===== config.mk =====
export PLATFORM = sky130hd
export DESIGN_NAME = byte_pattern_replace
export DESIGN_NICKNAME = d
export VERILOG_FILES = /design/src/rtl/bpr_pkg.sv /design/src/rtl/bpr_cell.sv /design/src/rtl/bpr_out_fifo.sv /design/src/rtl/byte_pattern_replace.sv
export SDC_FILE = /design/constraint.sdc
export NUM_CORES = 1
export LEC_CHECK = 0
export BUFFER_PORTS_ARGS = -buffer_cell sky130_fd_sc_hd__buf_4
export CORE_MARGIN = 2
export CORE_UTILIZATION = 50
export CTS_CLUSTER_SIZE = 16
export DETAILED_ROUTE_END_ITERATION = 10
export HOLD_SLACK_MARGIN = 0.1
export PLACE_DENSITY = 0.68
export SYNTH_ARGS = -nofsm -noshare
export SYNTH_HDL_FRONTEND = slang
export SYNTH_HIERARCHICAL = 1
export SYNTH_SLANG_ARGS = --single-unit

===== constraint.sdc =====
create_clock -name clock -period 7.8 [get_ports clock]
set_input_delay 1.56 -clock clock [delete_from_list [all_inputs] [get_ports clock]]
set_output_delay 1.56 -clock clock [all_outputs]
set_load 0.005 [all_outputs]

===== src/rtl/bpr_pkg.sv =====
package bpr_pkg;

   localparam int BYTE_W     = 8;
   localparam int REG_BYTES  = 8;
   localparam int LEN_W      = 4;
   localparam int TOTAL_W    = 16;
   localparam int CSR_IDX_W  = 2;
   localparam int CSR_DATA_W = 64;
   localparam int REQ_DATA_W = 8;
   localparam int RSP_DATA_W = BYTE_W + TOTAL_W;

   typedef enum logic [CSR_IDX_W-1:0] {
      CSR_PATTERN_LEN   = 2'd0,
      CSR_PATTERN_BYTES = 2'd1,
      CSR_REPLACE_BYTES = 2'd2
   } csr_index_type;

   typedef struct packed {
      logic shift;
      logic load;
      logic hit;
   } cell_ctrl_type;

   typedef struct packed {
      logic [BYTE_W-1:0]  data;
      logic               mark;
      logic               last;
      logic [TOTAL_W-1:0] total;
   } result_type;

endpackage


===== src/rtl/bpr_cell.sv =====
module bpr_cell (
   input  logic                         clock,
   input  bpr_pkg::cell_ctrl_type       ctrl,
   input  logic [bpr_pkg::BYTE_W-1:0]   nbr_data,
   input  logic                         nbr_mark,
   input  logic [bpr_pkg::BYTE_W-1:0]   new_data,
   input  logic [bpr_pkg::BYTE_W-1:0]   rep_data,
   input  logic [bpr_pkg::BYTE_W-1:0]   pat_data,
   output logic [bpr_pkg::BYTE_W-1:0]   cell_data,
   output logic                         cell_mark,
   output logic                         pat_eq
);
   import bpr_pkg::*;

   logic [BYTE_W-1:0] data_ff, data_in;
   logic              mark_ff, mark_in;

   // a hit rewrites the shifted window with the replacement
   always_comb begin
      data_in = data_ff;
      mark_in = mark_ff;
      if (ctrl.hit) begin
         data_in = rep_data;
         mark_in = 1'b1;
      end else if (ctrl.load) begin
         data_in = new_data;
         mark_in = 1'b0;
      end else if (ctrl.shift) begin
         data_in = nbr_data;
         mark_in = nbr_mark;
      end
   end

   always_ff @(posedge clock) begin
      data_ff <= data_in;
      mark_ff <= mark_in;
   end

   assign cell_data = data_ff;
   assign cell_mark = mark_ff;
   assign pat_eq    = (data_ff == pat_data);

endmodule


===== src/rtl/bpr_out_fifo.sv =====
module bpr_out_fifo (
   input  logic                 clock,
   input  logic                 reset,
   input  logic                 push,
   input  bpr_pkg::result_type  push_item,
   output logic                 full,
   input  logic                 pop,
   output logic                 out_valid,
   output bpr_pkg::result_type  out_item
);
   import bpr_pkg::*;

   result_type entry_ff [2];
   logic       wr_ptr_ff, rd_ptr_ff;
   logic [1:0] count_ff, count_in;

   always_comb begin
      case ({push, pop})
         2'b10:   count_in = count_ff + 2'd1;
         2'b01:   count_in = count_ff - 2'd1;
         default: count_in = count_ff;
      endcase
   end

   always_ff @(posedge clock) begin
      if (reset) begin
         wr_ptr_ff <= 1'b0;
         rd_ptr_ff <= 1'b0;
         count_ff  <= 2'd0;
      end else begin
         if (push) wr_ptr_ff <= ~wr_ptr_ff;
         if (pop) rd_ptr_ff <= ~rd_ptr_ff;
         count_ff <= count_in;
      end
   end

   always_ff @(posedge clock) begin
      if (push) entry_ff[wr_ptr_ff] <= push_item;
   end

   assign full      = (count_ff == 2'd2);
   assign out_valid = (count_ff != 2'd0);
   assign out_item  = entry_ff[rd_ptr_ff];

endmodule


===== src/rtl/byte_pattern_replace.sv =====
// a byte that leaves the window is written to the two-entry output queue, which offers it on rsp
// throughput: one byte per cycle if the queue has room, set by the single-step cell row shift
// end of buffer: the pending window (at most pattern_len-1 bytes, up to seven after the length
// shrinks mid-buffer) drains one byte per cycle while unstalled; req_tready stays low meanwhile
// reset (synchronous): empties window, output queue, cooldown and count; pattern_len
// returns to 1 and both byte registers to zero
module byte_pattern_replace #(
   parameter int PATTERN_MAX = 8
) (
   input  logic                               clock,
   input  logic                               reset,
   input  logic                               req_tvalid,
   output logic                               req_tready,
   input  logic [bpr_pkg::REQ_DATA_W-1:0]     req_tdata,   // [7:0] in_byte
   input  logic                               req_tlast,
   output logic                               rsp_tvalid,
   input  logic                               rsp_tready,
   output logic [bpr_pkg::RSP_DATA_W-1:0]     rsp_tdata,   // [7:0] out_byte, [23:8] replace_total
   output logic                               rsp_tlast,
   output logic                               rsp_tuser,   // [0] was_replaced
   input  logic                               csr_we,
   input  logic [bpr_pkg::CSR_IDX_W-1:0]      csr_index,
   input  logic [bpr_pkg::CSR_DATA_W-1:0]     csr_wdata
);
   import bpr_pkg::*;

   localparam int FILL_W = $clog2(PATTERN_MAX + 1);

   typedef enum logic [1:0] {
      ST_RUN   = 2'b01,
      ST_DRAIN = 2'b10
   } state_type;

   logic [LEN_W-1:0]                  len_ff;
   logic [CSR_DATA_W-1:0]             pat_ff, rep_ff;
   state_type                         state_ff, state_in;
   logic [FILL_W-1:0]                 fill_ff, fill_in;
   logic [FILL_W-1:0]                 cool_ff, cool_in;
   logic [TOTAL_W-1:0]                tally_ff, tally_in;

   logic [BYTE_W-1:0]                 cell_data [PATTERN_MAX];
   logic [PATTERN_MAX-1:0]            cell_mark;
   logic [PATTERN_MAX-1:0]            pat_eq;
   logic [PATTERN_MAX-1:0]            win_ok;
   cell_ctrl_type                     ctrl [PATTERN_MAX];

   logic [LEN_W-1:0]                  len_eff, lm1, fill_ext;
   logic                              full_win, test, new_eq, hit;
   logic                              can_go, accept, drain_step, shift;
   logic [BYTE_W-1:0]                 new_pat;
   logic [TOTAL_W-1:0]                tally_hit;
   logic [FILL_W-1:0]                 fill_after, load_pos;
   logic                              fifo_full, push, pop;
   result_type                        push_item, out_item;

   // config registers
   always_ff @(posedge clock) begin
      if (reset) begin
         len_ff <= LEN_W'(1);
         pat_ff <= '0;
         rep_ff <= '0;
      end else if (csr_we) begin
         case (csr_index)
            CSR_PATTERN_LEN:   len_ff <= csr_wdata[LEN_W-1:0];
            CSR_PATTERN_BYTES: pat_ff <= csr_wdata;
            CSR_REPLACE_BYTES: rep_ff <= csr_wdata;
            default: ;
         endcase
      end
   end

   // zero length acts as one byte with matching off, large lengths clamp
   always_comb begin
      if (len_ff == '0) begin
         len_eff = LEN_W'(1);
      end else if (len_ff > LEN_W'(PATTERN_MAX)) begin
         len_eff = LEN_W'(PATTERN_MAX);
      end else begin
         len_eff = len_ff;
      end
   end

   assign lm1      = len_eff - LEN_W'(1);
   assign fill_ext = LEN_W'(fill_ff);
   assign full_win = (fill_ext >= lm1);
   assign test     = (fill_ext == lm1) && (cool_ff == '0);
   assign new_pat  = pat_ff[{lm1[2:0], 3'b000} +: BYTE_W];
   assign new_eq   = (req_tdata == new_pat);

   always_comb begin
      for (int i = 0; i < PATTERN_MAX; i++) begin
         win_ok[i] = pat_eq[i] || (LEN_W'(i) >= lm1);
      end
   end

   assign can_go     = !fifo_full;
   assign req_tready = can_go && (state_ff == ST_RUN);
   assign accept     = req_tvalid && req_tready;
   assign drain_step = (state_ff == ST_DRAIN) && can_go;
   assign hit        = accept && test && (len_ff != '0) && (&win_ok) && new_eq;
   assign shift      = (accept && full_win) || drain_step;

   assign tally_hit  = (hit && (tally_ff != {TOTAL_W{1'b1}})) ? tally_ff + TOTAL_W'(1)
                                                            : tally_ff;
   assign fill_after = full_win ? fill_ff : fill_ff + FILL_W'(1);
   // all ones when the window is empty and full, which matches no cell
   assign load_pos   = full_win ? fill_ff - FILL_W'(1) : fill_ff;

   always_comb begin
      state_in  = state_ff;
      fill_in   = fill_ff;
      cool_in   = cool_ff;
      tally_in  = tally_ff;
      push      = 1'b0;
      push_item = '0;
      case (state_ff)
         ST_RUN: begin
            if (accept) begin
               push           = full_win;
               push_item.data = hit ? rep_ff[BYTE_W-1:0]
                                    : ((fill_ff == '0) ? req_tdata : cell_data[0]);
               push_item.mark = hit || ((fill_ff != '0) && cell_mark[0]);
               if (req_tlast) begin
                  cool_in = '0;
                  if (fill_after == '0) begin
                     push_item.last  = 1'b1;
                     push_item.total = tally_hit;
                     tally_in        = '0;
                     fill_in         = '0;
                  end else begin
                     state_in = ST_DRAIN;
                     fill_in  = fill_after;
                     tally_in = tally_hit;
                  end
               end else begin
                  fill_in  = fill_after;
                  tally_in = tally_hit;
                  if (test) begin
                     cool_in = hit ? FILL_W'(lm1) : cool_ff;
                  end else if (cool_ff != '0) begin
                     cool_in = cool_ff - FILL_W'(1);
                  end
               end
            end
         end
         ST_DRAIN: begin
            if (drain_step) begin
               push           = 1'b1;
               push_item.data = cell_data[0];
               push_item.mark = cell_mark[0];
               fill_in        = fill_ff - FILL_W'(1);
               if (fill_ff == FILL_W'(1)) begin
                  push_item.last  = 1'b1;
                  push_item.total = tally_ff;
                  tally_in        = '0;
                  state_in        = ST_RUN;
               end
            end
         end
         default: begin
            state_in = ST_RUN;
            fill_in  = '0;
            cool_in  = '0;
            tally_in = '0;
         end
      endcase
   end

   always_ff @(posedge clock) begin
      if (reset) begin
         state_ff <= ST_RUN;
         fill_ff  <= '0;
         cool_ff  <= '0;
         tally_ff <= '0;
      end else begin
         state_ff <= state_in;
         fill_ff  <= fill_in;
         cool_ff  <= cool_in;
         tally_ff <= tally_in;
      end
   end

   // window cell row, cell 0 holds the oldest pending byte
   for (genvar i = 0; i < PATTERN_MAX; i++) begin : g_cell
      logic [BYTE_W-1:0] nbr_data;
      logic              nbr_mark;
      logic [BYTE_W-1:0] rep_data;

      assign ctrl[i].shift = shift;
      assign ctrl[i].load  = accept && (load_pos == FILL_W'(i));
      assign ctrl[i].hit   = hit;

      if (i < PATTERN_MAX - 1) begin : g_nbr
         assign nbr_data = cell_data[i+1];
         assign nbr_mark = cell_mark[i+1];
      end else begin : g_end
         assign nbr_data = '0;
         assign nbr_mark = 1'b0;
      end

      if (i < REG_BYTES - 1) begin : g_rep
         assign rep_data = rep_ff[BYTE_W*(i+1) +: BYTE_W];
      end else begin : g_norep
         assign rep_data = '0;
      end

      bpr_cell u_cell (
         .clock     (clock),
         .ctrl      (ctrl[i]),
         .nbr_data  (nbr_data),
         .nbr_mark  (nbr_mark),
         .new_data  (req_tdata),
         .rep_data  (rep_data),
         .pat_data  (pat_ff[BYTE_W*i +: BYTE_W]),
         .cell_data (cell_data[i]),
         .cell_mark (cell_mark[i]),
         .pat_eq    (pat_eq[i])
      );
   end

   assign pop = rsp_tvalid && rsp_tready;

   bpr_out_fifo u_out_fifo (
      .clock     (clock),
      .reset     (reset),
      .push      (push),
      .push_item (push_item),
      .full      (fifo_full),
      .pop       (pop),
      .out_valid (rsp_tvalid),
      .out_item  (out_item)
   );

   assign rsp_tdata = {out_item.total, out_item.data};
   assign rsp_tlast = out_item.last;
   assign rsp_tuser = out_item.mark;

endmodule


=== Yosys cells after proc, flatten, opt, wreduce, memory -nomap -nowiden ===
Memories as Yosys holds them, arrays and structs flattened. A register that Yosys moved wholly into a read port is not among the register bits.
Index checks and enable logic that the tools add are counted.

* Memories: 1
* Input bits: 80
* Register bits after elaboration: 234
* RAM bits: 52
* Word-level logic and storage cells: 229
* Output and inout bits: 28

{| class="wikitable"
|+ Memory list
! name !! words !! bits a word !! read ports !! clocked after Yosys merged registers in !! wr ports !! line !! RTL
|-
| u_out_fifo.entry_ff || 2 || 26 || 1 || 1 || 1 || bpr_out_fifo.sv:13 || <nowiki>result_type entry_ff [2];</nowiki>
|}

* Equal/unequal tests: 33
* Shifts and indexed selects: 1
* Bitwise operators: 3
* $add $sub $neg: 7
* Reduce and logical (&&, ||, !) cells: 65
* $lt $le $gt $ge: 10
* Muxes and demuxes: 83

{| class="wikitable"
|+ Operator list
! operator !! number
|-
| $mux W8 || 25
|-
| $mux W16 || 6
|-
| $eq A8 B8 Y1 || 9
|-
| $shiftx A64 B7 Y8 || 1
|-
| $mux W26 || 2
|-
| $mux W4 || 13
|-
| $pmux W26 S2 || 1
|-
| $mux W17 || 3
|-
| $pmux W16 S2 || 1
|-
| $mux W1 || 22
|-
| $reduce_bool A3 Y1 || 7
|-
| $logic_and A1 B1 Y1 || 20
|-
| $logic_not A4 Y1 || 5
|-
| $reduce_bool A2 Y1 || 10
|-
| $add A16 B1 Y16 const B || 1
|-
| $eq A4 B3 Y1 const B || 4
|-
| $ge A3 B4 Y1 const A || 4
|-
| $ne A16 B16 Y1 const B || 1
|-
| $pmux W4 S2 || 2
|-
| $reduce_bool A4 Y1 || 3
|-
| $sub A4 B1 Y4 const B || 3
|-
| $logic_or A1 B1 Y1 || 10
|-
| $mux W2 || 5
|-
| $eq A2 B2 Y1 const B || 4
|-
| 25 further kinds || 40
|}

=== Logic depth before layout (Yosys ltp) ===
* Word-level depth: 16
* Depth in mapped cells: 23
* Mapped depth without buffers: 17

=== Hierarchy ===
Netlist, hierarchy kept.

{| class="wikitable"
|+ By module, submodules not included
! module !! cells an instance !! seq. area each (µm²) !! area an instance (µm²) !! instances
|-
| byte_pattern_replace || 1110 || 3163.0 || 8410.6 || 1
|-
| bpr_cell || 50 || 260.2 || 541.8 || 8
|-
| bpr_out_fifo || 103 || 1661.6 || 2079.5 || 1
|}

=== Worst setup path after synthesis ===
OpenSTA, ideal clock, no wires.

* Path kind: reg2reg
* From: register len_ff[1]
* To: memory u_out_fifo/entry_ff[0][0] (netlist bit), enable pin
* Path buffers: 3
* Cell stages (with the launch flop): 17
* Library setup time: 0.409 ns
* Period minus slack after synthesis: 5.919 ns
* Data required time: 7.391 ns
* Path slack: 1.881 ns
* Arrival: 5.510 ns
* Cells stage by stage: dfxtp_1 o21ba_2 nor2_1 clkbuf_1 ha_1 clkbuf_1 inv_2 buf_1 ha_1 nor2b_1 o21a_1 o21a_1 nor2_1 o21ai_0 nor2b_1 inv_1 nor2_1

* Cells in the longest elaborated chain, start to end: 9
* Elaborated cells on any way between the ends: 10
* Classes of those cells: add/sub (1); order compare (2); mux (6); reduce/logical (1)

{| class="wikitable"
|+ RTL lines
! what !! line !! RTL
|-
| start, declared || byte_pattern_replace.sv:34 || <nowiki>logic [LEN_W-1:0] len_ff;</nowiki>
|-
| start signal, assigned || byte_pattern_replace.sv:64 || <nowiki>CSR_PATTERN_LEN: len_ff <= csr_wdata[LEN_W-1:0];</nowiki>
|-
| $gt A4 B4 Y1 || byte_pattern_replace.sv:76 || <nowiki>end else if (len_ff > LEN_W'(PATTERN_MAX)) begin</nowiki>
|-
| $mux W4 || byte_pattern_replace.sv:76 ||
|-
| $mux W4 (*) || byte_pattern_replace.sv:74 || <nowiki>if (len_ff == '0) begin</nowiki>
|-
| $sub A4 B1 Y4 (*) || byte_pattern_replace.sv:83 || <nowiki>assign lm1 = len_eff - LEN_W'(1);</nowiki>
|-
| $ge A4 B4 Y1 (*) || byte_pattern_replace.sv:85 || <nowiki>assign full_win = (fill_ext >= lm1);</nowiki>
|-
| $mux W1 (*) || byte_pattern_replace.sv:118 || <nowiki>if (accept) begin</nowiki>
|-
| $pmux W1 S2 (*) || byte_pattern_replace.sv:116 || <nowiki>case (state_ff)</nowiki>
|-
| named net push || byte_pattern_replace.sv:53 || <nowiki>logic fifo_full, push, pop;</nowiki>
|-
| $mux W1 (*) || bpr_out_fifo.sv:38 || <nowiki>if (push) entry_ff[wr_ptr_ff] <= push_item;</nowiki>
|-
| $mux W1 (implied by the code) (*) || bpr_out_fifo.sv:38 ||
|-
| end, declared || bpr_out_fifo.sv:13 ||
|}

Mark *: on every way through the listed nets, which the timed path passes. The rest lies on a longest branch.

==> impl_metrics.tcl <==
set metrics [dict create \
    h-tree-depth 1 \
    leakage_nw 5.76 \
    hpwl_um 28400 \
    critPathLaunchType "flip-flop" \
    timing.final.crit_share_pct 78.2 \
    rsz0062_at_grt "false" \
    worst_pin_slew_ps 1140 \
    finalWeightedCongestion 0.894 \
    syn_area_um2 14700 \
    clock_skew_ps 11.9 \
    vias 12100 \
    grt_pass1_wl_um 63200 \
    grt_pass1_vias 11100 \
    synth_cells 1602 \
    cts.sinks 287 \
    critPathKind "reg -> reg" \
    end_kind "flip-flop" \
    critical_path_arrival_ps 6320 \
    finalWirelength_um 40800 \
    slew_viol_final 0 \
    core_area_um2 28900 \
    nFillCells 2620 \
    relSlewSlack_pct 23.7 \
    power.density_nw_per_um2 285 \
    ant_nets 0 \
    crit_path_max_fanout 26 \
    antenna_cells 0 \
    port_buffers 107 \
    critical-path-top-delay-family "simple AND/OR/NAND/NOR gates" \
    drtIter0Drc 1102 \
    floorplan.io_pins 108 \
    critPathMaxStageDelay_ps 900 \
    worstPathRequired_ps 8020 \
    cts_made_buffers 31 \
    grt_antenna_before_repair 0 \
    max_cap_viol_count 0 \
    stdcell_area_um2 16700 \
    finalCriticalPeriod_ps 6100 \
    postCtsSetupRepairBufs 0 \
    clk_path_buf_depth 3 \
    fmax_ghz 0.164 \
    drive_above_1_share_pct 14.6 \
    clk_transition_reported_paths_ps 60 \
    crit_slowest_cell "nor2_1" \
    vdd_drop_max_uv 166 \
    post_cts_resize_count 0 \
    cts_hold_buffers 0 \
    tns_ps 0 \
    hold_violations 0 \
    die_area_um2 30900 \
    synth.avg_cell_area_um2 9.20 \
    initial_core_util_pct 51.1 \
    clockRootBuffer "clkbuf_16" \
    path_cells "nor2_1 > ha_1 > inv_2 > ha_1 > and4_1 > or2_2 > nor2_1 > o21ai_0 > o21ai_0 > o211ai_1 > nor2_1 > or3_1" \
    grt_usage_pct 25.9 \
    drc 0 \
    first_pass_iters 5 \
    wire_per_inst_um 19.7 \
    core.rowCount 62 \
    hp-class "reg -> reg" \
    place_area_um2 15700 \
    syn_to_final_growth_pct 13.3 \
    die_height_um 176 \
    die_x_um 176 \
    yosys_warnings 6 \
    cts_tree "done" \
    status "finished, final reports clean" \
    setup_viol 0 \
    routed_via_density 5.83 \
    worst-path-buf-inv 1 \
    grt_max_degree 108 \
    grt_overflow 0 \
    path_common_cell "nor2_1" \
    final_nets 1761 \
    clk_latency_ps 560 \
]
-- cell type report --
cell class / count / area [um2] / share of cell area (%)
multi-input cells: 1198 / 7290 / 43.6
flip-flops and latches: 287 / 6910 / 41.4
repair buffers: 122 / 916 / 5.48
clock buffers: 42 / 888 / 5.32
well taps: 384 / 480 / 2.88
clock inverters: 14 / 120 / 0.719
inverters: 26 / 103 / 0.614
-- worst min-delay path: cells and delay by family, from the launching register on --
kind | cells | cell delay [ps]
AOI/OAI and AO/OA | 1 | 50
DFF | 1 | 310
and+or+nand+nor | 1 | 50
-- metal layers --
layer  track usage (%)  vias to the layer above  routed length, um
li1                  -                     5811                  -
met1              36.6                     5791              18000
met2              42.0                      424              19000
met3              3.23                       69               2780
met4              6.89                        0                962
met5                 0                        -                  0
-- power by group --
part,switching (W),total (W),internal (W)
Clock,0.000592,0.00145,0.000857
Combinational,0.000696,0.00124,0.000546
Sequential,0.000180,0.00207,0.00189
-- through the flow --
| stage | util, % | power (W) | hold slack, ps | setup slack [ps] | std cells |
|---|---|---|---|---|---|
| after floorplan | - | 0.00292 | 433 | 1880 | 1618 |
| after global placement | 54.4 | 0.00331 | 441 | 2090 | 2017 |
| after detailed placement | 54.4 | 0.00334 | 446 | 1830 | 2017 |
| after CTS | 57.9 | 0.00478 | 455 | 1810 | 2073 |
| after global routing | 57.9 | 0.00499 | 472 | 1390 | 2073 |
| final | 57.9 | 0.00477 | 455 | 1700 | 2073 |
-- worst paths after layout --
path,from,endpoint,slack (ps),cells past startpoint
max,len_ff[3],g_cell[0].u_cell/cell_data[5],1700,12
min reg2reg,rep_ff[2],rep_ff[2],450,2
max reg2reg,len_ff[3],g_cell[0].u_cell/cell_data[5],1700,12
min,rep_ff[2],rep_ff[2],450,2
-- layout by cell type (no fill, tap or decap), drive strengths merged, types with 5 or more instances in the layout --
master / instances
nand2: 366
nor2b: 5
conb: 18
inv: 28
nand2b: 7
dfxtp: 171
o31ai: 5
o21bai: 12
nor3: 31
mux2: 40
clkbuf: 42
nand3b: 7
mux4: 7
nand3: 24
xor2: 5
a211oi: 9
and3: 9
nor4: 22
a21oi: 164
a31oi: 23
o21ai: 97
nand4: 24
ha: 15
o211ai: 13
nor2: 50
mux2i: 98
xnor2: 63
or2: 5
clkinv: 9
and2: 7
edfxtp: 116
or3: 15
buf: 122
-- state kept, by name, indices dropped and copies added, names as in the netlist, 4 cells and up, named ones only --
signal                   count
rep_ff                      64
pat_ff                      64
fill_ext                     4
g_cell.u_cell/cell_mark      8
tally_ff                    16
cool_ff                      4
u_out_fifo/entry_ff         52
len_ff                       4
g_cell.u_cell/cell_data     64
Power figures use the tool's default switching activity.
